$ cat src/hw/rtl/pspg_pkg.sv
package pspg_pkg;

    // coordinate width handled by the datapath
    localparam int COORD_BITS = 12;
    localparam int CENTER_W   = 12;
    localparam int EFF_W      = (COORD_BITS < CENTER_W) ? COORD_BITS : CENTER_W;

    localparam int HW_W   = 8;
    localparam int Q2_W   = 2 * HW_W;
    localparam int HEAD_W = HW_W + 1;
    localparam int SIDE_W = 14;
    localparam int TIME_W = 32;

    // squared step length, scaled component and its square
    localparam int D2_W  = 2 * EFF_W + 1;
    localparam int A_W   = EFF_W + HW_W;
    localparam int TGT_W = 2 * A_W;

    // shared multiplier operand widths
    localparam int MUL_A_W = (A_W > Q2_W) ? A_W : Q2_W;
    localparam int MUL_B_W = (D2_W > A_W) ? D2_W : A_W;
    localparam int PROD_W  = MUL_A_W + MUL_B_W;

    localparam int BIT_W = $clog2(HW_W);

    localparam logic [HW_W-1:0] HW_RESET = HW_W'(50);

    typedef enum logic [2:0] {
        S_IDLE,
        S_SQX,
        S_SQY,
        S_SCALE,
        S_TGT,
        S_SRCH,
        S_DONE
    } t_state;

endpackage

$ cat src/hw/rtl/path_side_point_generator_unit.sv
// Sequence per input transaction for a usable step: square the step (S_SQX, S_SQY);
//   per component scale (S_SCALE), form the target (S_TGT) and bit-search (S_SRCH); finish (S_DONE).
//   A step of length one or zero goes from S_SCALE to S_DONE; with no previous point, S_IDLE to S_DONE.
// Throughput: one point at a time; no new point is taken until the result is loaded out. The single
//   shared multiplier serialises the steps, and a result waiting on the output stalls the finish.
// Reset (i_rst_n low, synchronous): idle, no previous point, half-width 50, no result.
module path_side_point_generator_unit
    import pspg_pkg::*;
(
    input  logic                     i_clk,
    input  logic                     i_rst_n,

    // configuration: half-width
    input  logic                     i_cfg_wr_en,
    input  logic [HW_W-1:0]          i_cfg_wr_data,

    // input channel
    input  logic                     i_in_valid,
    output logic                     o_in_ready,
    input  logic [CENTER_W-1:0]      i_center_x,
    input  logic [CENTER_W-1:0]      i_center_y,
    input  logic [TIME_W-1:0]        i_time_ms,
    input  logic                     i_restart,

    // output channel
    output logic                     o_out_valid,
    input  logic                     i_out_ready,
    output logic [CENTER_W-1:0]      o_out_center_x,
    output logic [CENTER_W-1:0]      o_out_center_y,
    output logic signed [SIDE_W-1:0] o_right_x,
    output logic signed [SIDE_W-1:0] o_right_y,
    output logic signed [SIDE_W-1:0] o_left_x,
    output logic signed [SIDE_W-1:0] o_left_y,
    output logic [TIME_W-1:0]        o_out_time_ms,
    output logic signed [HEAD_W-1:0] o_heading_x,
    output logic signed [HEAD_W-1:0] o_heading_y
);

    // ------------------------------------------------------------------
    // Control and state
    // ------------------------------------------------------------------
    t_state r_state, n_state;

    logic [HW_W-1:0]  r_half_width;
    logic [EFF_W-1:0] r_last_x, r_last_y;
    logic             r_have_last;

    // per-transaction working registers
    logic [EFF_W-1:0]  r_cx, r_cy;
    logic [TIME_W-1:0] r_time;
    logic [EFF_W-1:0]  r_mag_x, r_mag_y;
    logic              r_neg_x, r_neg_y;
    logic              r_comp;          // 0: x component, 1: y component
    logic [D2_W-1:0]   r_d2;
    logic [A_W-1:0]    r_a;
    logic [TGT_W-1:0]  r_tgt;
    logic [HW_W-1:0]   r_q;
    logic [Q2_W-1:0]   r_q2;
    logic [BIT_W-1:0]  r_bit;
    logic signed [HEAD_W-1:0] r_hx, r_hy;

    logic r_out_valid;

    logic w_in_acc;
    logic w_load_out;
    logic w_have_prev;

    assign w_in_acc    = i_in_valid && o_in_ready;
    assign w_have_prev = r_have_last && !i_restart;

    // ------------------------------------------------------------------
    // Step from the previous centre, sign and magnitude
    // ------------------------------------------------------------------
    logic [EFF_W-1:0] w_cx, w_cy;
    logic [EFF_W:0]   w_dx, w_dy, w_dx_abs, w_dy_abs;

    assign w_cx = i_center_x[EFF_W-1:0];
    assign w_cy = i_center_y[EFF_W-1:0];
    assign w_dx = {1'b0, w_cx} - {1'b0, r_last_x};
    assign w_dy = {1'b0, w_cy} - {1'b0, r_last_y};
    assign w_dx_abs = w_dx[EFF_W] ? (~w_dx + 1'b1) : w_dx;
    assign w_dy_abs = w_dy[EFF_W] ? (~w_dy + 1'b1) : w_dy;

    // ------------------------------------------------------------------
    // Shared multiplier
    // ------------------------------------------------------------------
    logic [MUL_A_W-1:0] w_mul_a;
    logic [MUL_B_W-1:0] w_mul_b;
    logic [PROD_W-1:0]  w_prod;
    logic [EFF_W-1:0]   w_mag_cur;
    logic               w_neg_cur;

    assign w_mag_cur = r_comp ? r_mag_y : r_mag_x;
    assign w_neg_cur = r_comp ? r_neg_y : r_neg_x;
    assign w_prod    = PROD_W'(w_mul_a) * PROD_W'(w_mul_b);

    // ------------------------------------------------------------------
    // Bit search for one heading magnitude: largest q <= half-width with
    // q*q*d2 <= (|d|*half-width)^2. The candidate square is updated
    // incrementally: (q + 2^b)^2 = q^2 + q*2^(b+1) + 2^(2b).
    // ------------------------------------------------------------------
    logic [HW_W-1:0]   w_t;
    logic [Q2_W:0]     w_t2_wide;
    logic [Q2_W-1:0]   w_t2;
    logic              w_take;
    logic [HW_W-1:0]   w_q_next;
    logic [HEAD_W-1:0] w_qe;
    logic [HEAD_W-1:0] w_head;

    assign w_t       = r_q | (HW_W'(1) << r_bit);
    assign w_t2_wide = {1'b0, r_q2}
                     + (((Q2_W + 1)'(r_q) << r_bit) << 1)
                     + ((Q2_W + 1)'(1) << {r_bit, 1'b0});
    assign w_t2      = w_t2_wide[Q2_W-1:0];
    assign w_take    = (w_t <= r_half_width) && (w_prod <= PROD_W'(r_tgt));
    assign w_q_next  = w_take ? w_t : r_q;
    assign w_qe      = HEAD_W'(w_q_next);
    assign w_head    = w_neg_cur ? (~w_qe + 1'b1) : w_qe;

    // ------------------------------------------------------------------
    // Sequencer: next state
    // ------------------------------------------------------------------
    always_comb begin
        n_state = r_state;
        case (r_state)
            S_IDLE: begin
                if (w_in_acc) begin
                    n_state = w_have_prev ? S_SQX : S_DONE;
                end
            end
            S_SQX:   n_state = S_SQY;
            S_SQY:   n_state = S_SCALE;
            S_SCALE: begin
                // a step of length one or zero keeps the default heading
                n_state = (r_d2 <= D2_W'(1)) ? S_DONE : S_TGT;
            end
            S_TGT:   n_state = S_SRCH;
            S_SRCH: begin
                if (r_bit == '0) begin
                    n_state = r_comp ? S_DONE : S_SCALE;
                end
            end
            S_DONE: begin
                if (w_load_out) begin
                    n_state = S_IDLE;
                end
            end
            default: n_state = S_IDLE;
        endcase
    end

    // ------------------------------------------------------------------
    // Sequencer: outputs (handshake and multiplier operands)
    // ------------------------------------------------------------------
    always_comb begin
        o_in_ready = 1'b0;
        w_load_out = 1'b0;
        w_mul_a    = '0;
        w_mul_b    = '0;
        case (r_state)
            S_IDLE:  o_in_ready = 1'b1;
            S_SQX: begin
                w_mul_a = MUL_A_W'(r_mag_x);
                w_mul_b = MUL_B_W'(r_mag_x);
            end
            S_SQY: begin
                w_mul_a = MUL_A_W'(r_mag_y);
                w_mul_b = MUL_B_W'(r_mag_y);
            end
            S_SCALE: begin
                w_mul_a = MUL_A_W'(w_mag_cur);
                w_mul_b = MUL_B_W'(r_half_width);
            end
            S_TGT: begin
                w_mul_a = MUL_A_W'(r_a);
                w_mul_b = MUL_B_W'(r_a);
            end
            S_SRCH: begin
                w_mul_a = MUL_A_W'(w_t2);
                w_mul_b = MUL_B_W'(r_d2);
            end
            S_DONE:  w_load_out = !r_out_valid || i_out_ready;
            default: o_in_ready = 1'b0;
        endcase
    end

    // ------------------------------------------------------------------
    // Control registers
    // ------------------------------------------------------------------
    always_ff @(posedge i_clk) begin
        if (!i_rst_n) begin
            r_state      <= S_IDLE;
            r_half_width <= HW_RESET;
            r_last_x     <= '0;
            r_last_y     <= '0;
            r_have_last  <= 1'b0;
            r_out_valid  <= 1'b0;
        end else begin
            r_state <= n_state;
            if (i_cfg_wr_en) begin
                r_half_width <= i_cfg_wr_data;
            end
            if (w_in_acc) begin
                r_last_x    <= w_cx;
                r_last_y    <= w_cy;
                r_have_last <= 1'b1;
            end
            if (w_load_out) begin
                r_out_valid <= 1'b1;
            end else if (i_out_ready) begin
                r_out_valid <= 1'b0;
            end
        end
    end

    // ------------------------------------------------------------------
    // Datapath registers
    // ------------------------------------------------------------------
    always_ff @(posedge i_clk) begin
        case (r_state)
            S_IDLE: begin
                if (w_in_acc) begin
                    r_cx    <= w_cx;
                    r_cy    <= w_cy;
                    r_time  <= i_time_ms;
                    r_mag_x <= w_dx_abs[EFF_W-1:0];
                    r_mag_y <= w_dy_abs[EFF_W-1:0];
                    r_neg_x <= w_dx[EFF_W];
                    r_neg_y <= w_dy[EFF_W];
                    r_comp  <= 1'b0;
                    r_hx    <= HEAD_W'(r_half_width);
                    r_hy    <= '0;
                end
            end
            S_SQX:   r_d2 <= D2_W'(w_prod);
            S_SQY:   r_d2 <= r_d2 + D2_W'(w_prod);
            S_SCALE: r_a  <= A_W'(w_prod);
            S_TGT: begin
                r_tgt <= TGT_W'(w_prod);
                r_q   <= '0;
                r_q2  <= '0;
                r_bit <= BIT_W'(HW_W - 1);
            end
            S_SRCH: begin
                r_q   <= w_q_next;
                r_bit <= r_bit - 1'b1;
                if (w_take) begin
                    r_q2 <= w_t2;
                end
                if (r_bit == '0) begin
                    if (r_comp) begin
                        r_hy <= w_head;
                    end else begin
                        r_hx <= w_head;
                    end
                    r_comp <= 1'b1;
                end
            end
            default: r_comp <= r_comp;
        endcase
    end

    // ------------------------------------------------------------------
    // Output register: side points are centre -/+ perpendicular
    // ------------------------------------------------------------------
    logic signed [SIDE_W-1:0] w_cx_s, w_cy_s, w_hx_s, w_hy_s;

    assign w_cx_s = SIDE_W'({1'b0, r_cx});
    assign w_cy_s = SIDE_W'({1'b0, r_cy});
    assign w_hx_s = SIDE_W'(r_hx);
    assign w_hy_s = SIDE_W'(r_hy);

    always_ff @(posedge i_clk) begin
        if (w_load_out) begin
            o_out_center_x <= CENTER_W'(r_cx);
            o_out_center_y <= CENTER_W'(r_cy);
            o_right_x      <= w_cx_s - w_hy_s;
            o_right_y      <= w_cy_s + w_hx_s;
            o_left_x       <= w_cx_s + w_hy_s;
            o_left_y       <= w_cy_s - w_hx_s;
            o_out_time_ms  <= r_time;
            o_heading_x    <= r_hx;
            o_heading_y    <= r_hy;
        end
    end

    assign o_out_valid = r_out_valid;

    // ------------------------------------------------------------------
    // Assertions
    // ------------------------------------------------------------------
    a_busy_after_accept: assert property (@(posedge i_clk) disable iff (!i_rst_n)
        w_in_acc |=> !o_in_ready)
        else $error("input ready right after an accepted transaction");

    a_restart_skips_search: assert property (@(posedge i_clk) disable iff (!i_rst_n)
        (w_in_acc && i_restart) |=> (r_state == S_DONE))
        else $error("restart point did not take the default heading");

    a_search_exit: assert property (@(posedge i_clk) disable iff (!i_rst_n)
        (r_state == S_SRCH && r_bit == '0) |=> (r_state == S_SCALE || r_state == S_DONE))
        else $error("bit search did not finish after its last bit");

    a_result_held: assert property (@(posedge i_clk) disable iff (!i_rst_n)
        (r_out_valid && !i_out_ready) |=> r_out_valid)
        else $error("waiting result dropped");

endmodule

$ cat config.mk
export PLATFORM = sky130hd
export DESIGN_NAME = path_side_point_generator_unit
export DESIGN_NICKNAME = d
export VERILOG_FILES = /design/src/hw/rtl/pspg_pkg.sv /design/src/hw/rtl/path_side_point_generator_unit.sv
export SDC_FILE = /design/constraint.sdc
export NUM_CORES = 2
export LEC_CHECK = 0
export BUFFER_PORTS_ARGS = -buffer_cell sky130_fd_sc_hd__buf_2
export CAP_MARGIN = 5
export CORE_MARGIN = 10
export CORE_UTILIZATION = 24
export DETAILED_ROUTE_END_ITERATION = 8
export REMOVE_ABC_BUFFERS = 1
export SYNTH_ARGS = -nofsm -noshare
export SYNTH_HDL_FRONTEND = slang
export SYNTH_SLANG_ARGS = --single-unit
$ cat constraint.sdc
create_clock -name i_clk -period 15.29 [get_ports i_clk]
set_input_delay 4.587 -clock i_clk [delete_from_list [all_inputs] [get_ports i_clk]]
set_output_delay 4.587 -clock i_clk [all_outputs]
set_load 0.05 [all_outputs]
==> qor.csv <==
stage;metric;value;unit
worst_setup_path;cp-end-kind;register;
worst_setup_path;required;15.74;ns
cells_and_area;fin_nets;4826;
clock_tree;cts_sinks;378;
synth;synth_top_cell_by_area;edfxtp_1;
sta;fin_crit;14.33;ns
sta;setup_viol;0;
synth;synth_flop_cell;edfxtp_1;
cells_and_area;regArea;0.01098;sq mm
clock_tree;clk_pin_slew_worst_paths;0.06;ns
floorplanning;die_y;412.0;um
global_routing;antenna_found_initial;1;
cells_and_area;multi_input_area;0.02281;sq mm
synth;seq_area_frac_synth;29.78;%
cells_and_area;antenna_cells;0;
global_routing;gr-total-overflow;0;
floorplanning;dieArea;0.1697;sq mm
clock_tree;cts_tree;built;
global_routing;grt_max_degree;77;
clock_tree;ctsHtreeMaxLevel;2;
worst_setup_path;cp_common_cell;fa_1;
sta;hold_viol_final;0;
cells_and_area;drive_gt1_share;9.792;%
clock_tree;hold_buffers;0;
global_routing;grt_usage;12.23;%
worst_setup_path;criticalPathCategory;reg2reg;
floorplanning;fp-row-count;143;
worst_setup_path;max_stage_delay;0.59;ns
global_routing;grt_pass1_vias;28310;
worst_setup_path;start_kind;register;
clock_tree;cts-root-buf;clkbuf_16;
sta;finClkSkew;0.02867;ns
route;firstDrtPassIters;5;
worst_hold_path;hp-class;reg2reg;
clock_tree;clk_path_buf_depth;3;
placement;port_buffers;201;
synth;async_flop_share;0;%
worst_setup_path;cp_num_buf_inv;9;
floorplanning;core_area;0.1523;sq mm
synth;ys_types;82;
synth;yosysWarnings;0;
sta;max_slew_margin;26.24;%
sta;fin_crit_sh;93.71;%
route;drtIter0Drc;2061;
sta;rsz0062_at_grt;no;
run;cap_viol_max_count;0;
route;drc_errors;0;
cells_and_area;areaGrowthSynthToFinish;14.02;%
floorplanning;pin_count;202;
synth;synth_area_leaders;edfxtp_1, fa_1, ha_1, inv_1, nand2_1;
sta;setup_tns;0;ns
placement;gp_congestion;0.9172;
synth;avgSynthCellArea;9.725;sq um
floorplanning;start_util;24.22;%
synth;synth-seq-cells;378;
route;vias;27570;
worst_setup_path;worstPathMaxFanout;16;
cells_and_area;fill_cells;16020;
route;antenna_left;0;
synth;syn_area;0.03688;sq mm
clock_tree;clkLatencyLatePin;0.58;ns
route;routedWlPerCell;17.44;um
floorplanning;die_x;412.0;um
sta;fmax;69.79;MHz
worst_setup_path;cp.arrival;14.78;ns
synth;synth_top_cell_area_share;27.77;%
placement;dp_hpwl;84850;um
global_routing;grt_pass1_wl;165200;um
sta;slew_viol_final;0;
worst_setup_path;slowest_stage;fa_1;
sta;worst-slew-pin-transition;1.106;ns
clock_tree;cts_buffers;44;
synth;synth_cells;3792;
outcome;status;complete, no violations;
synth;synth_edf_count;341;
route;routed_wl;105800;um
sta;holdWs;0.4034;ns
worst_setup_path;path_delay_family;adder cells;
route;vias_per_cell;4.547;
cells by family after synthesis:
group | share of synthesized area, %
and+or+nand+nor | 12.77
buffers and inverters | 8.641
adders and majority gates | 34.37
AOI/OAI and AO/OA | 9.951
DFF | 29.78
xor gates and xnor gates | 3.420
muxes | 1.052
other | 0.02036
synth_stat cells, types with 5 or more instances:
master / count
or4_1: 5
a21oi_2: 5
a22oi_1: 18
o22ai_1: 5
nor4_1: 15
a21o_1: 45
or3_1: 14
dfxtp_1: 37
o31ai_1: 6
nor3b_1: 5
nand3_1: 32
or2_2: 9
inv_1: 708
nor3_1: 33
nand2_1: 516
xor2_1: 31
a31oi_1: 15
nor2_1: 282
mux2_2: 14
o211ai_1: 19
ha_1: 333
xnor2_1: 113
a211o_1: 6
and3_1: 33
and2_1: 37
fa_1: 425
o21bai_1: 37
nor2b_1: 23
a221oi_1: 7
a41oi_1: 5
o21ai_0: 115
nand4_1: 18
buf_1: 13
mux2i_1: 23
a211oi_1: 17
edfxtp_1: 341
a21boi_0: 34
a21oi_1: 151
o21a_1: 16
a221o_1: 7
nand2b_1: 41
clkbuf_1: 108
registers in the layout, summed over array words and instances, names as in the netlist, 12 cells and up:
name,flops
o_left_x,13
o_left_y,13
o_out_center_x,12
o_out_center_y,12
o_out_time_ms,32
o_right_x,14
o_right_y,14
r_a,20
r_cx,12
r_cy,12
r_d2,25
r_last_x,12
r_last_y,12
r_mag_x,12
r_mag_y,12
r_q2,16
r_tgt,40
r_time,32
area by class of cell:
class | instances | area share, %
sequential | 378 | 26.11
inverter | 714 | 6.380
clock inverter | 24 | 0.7052
clock buffer | 58 | 2.866
multi-input combinational | 2590 | 54.24
timing repair buffer | 270 | 3.654
tap | 2030 | 6.041
cell usage in the layout, fill, tap and decap left out, types with 10 or more instances in the layout:
| cell | instances |
|---|---|
| mux2_2 | 14 |
| a31oi_1 | 15 |
| dfxtp_1 | 37 |
| a211oi_1 | 17 |
| ha_1 | 333 |
| nor2_1 | 280 |
| a21oi_1 | 150 |
| fa_1 | 425 |
| o21ai_0 | 113 |
| a22oi_1 | 18 |
| nor4_1 | 15 |
| and2_1 | 37 |
| buf_4 | 68 |
| edfxtp_1 | 341 |
| a21boi_0 | 34 |
| nand2_1 | 516 |
| xor2_1 | 31 |
| a21o_1 | 45 |
| nand3_1 | 32 |
| clkbuf_1 | 10 |
| inv_1 | 708 |
| nand2b_1 | 41 |
| conb_1 | 20 |
| mux2i_1 | 23 |
| o211ai_1 | 19 |
| nand4_1 | 18 |
| xnor2_1 | 113 |
| clkbuf_16 | 45 |
| o21a_1 | 16 |
| or3_1 | 14 |
| nor2b_1 | 23 |
| buf_2 | 201 |
| nor3_1 | 32 |
| o21bai_1 | 37 |
| and3_1 | 32 |
final timing paths:
kind | from | to | slack (ns) | cells after the start
worst max-delay path | r_bit[1] | r_hx[6] | 0.96 | 55
worst min-delay path | r_time[10] | o_out_time_ms[10] | 0.40 | 0
worst max register to register | r_bit[1] | r_hx[6] | 0.96 | 55
worst min register to register | r_time[10] | o_out_time_ms[10] | 0.40 | 0
routing by layer:
metal	vias up	routed length, um	share of wire [%]	GRT usage (%)
met5	-	0	0	0
met4	0	3300	3.1	3.567
met3	192	8089	7.6	2.458
met2	925	48360	46	19.96
met1	13760	46030	44	16.29
li1	12700	-	-	-
what timing repair did:
action,4_1_cts,5_1_grt
resized for setup,0,3
endpoints found under the setup margin,0,4
setup buffers,0,4
stage by stage:
step	util [%]	cell area, sq um	cells	setup slack, ns
5_1_grt	27.62	42050	6064	0.1181
4_1_cts	27.59	42010	6059	0.8274
6_report	27.62	42050	6064	0.9618
2_1_floorplan	-	36440	3682	2.029
3_5_place_dp	26.60	40500	5977	0.8616
3_3_place_gp	26.60	40500	5977	1.179
Power is left out: the tool's default activity adds up to more than one toggle a clock period on the data nets, which glitch-free logic cannot reach.
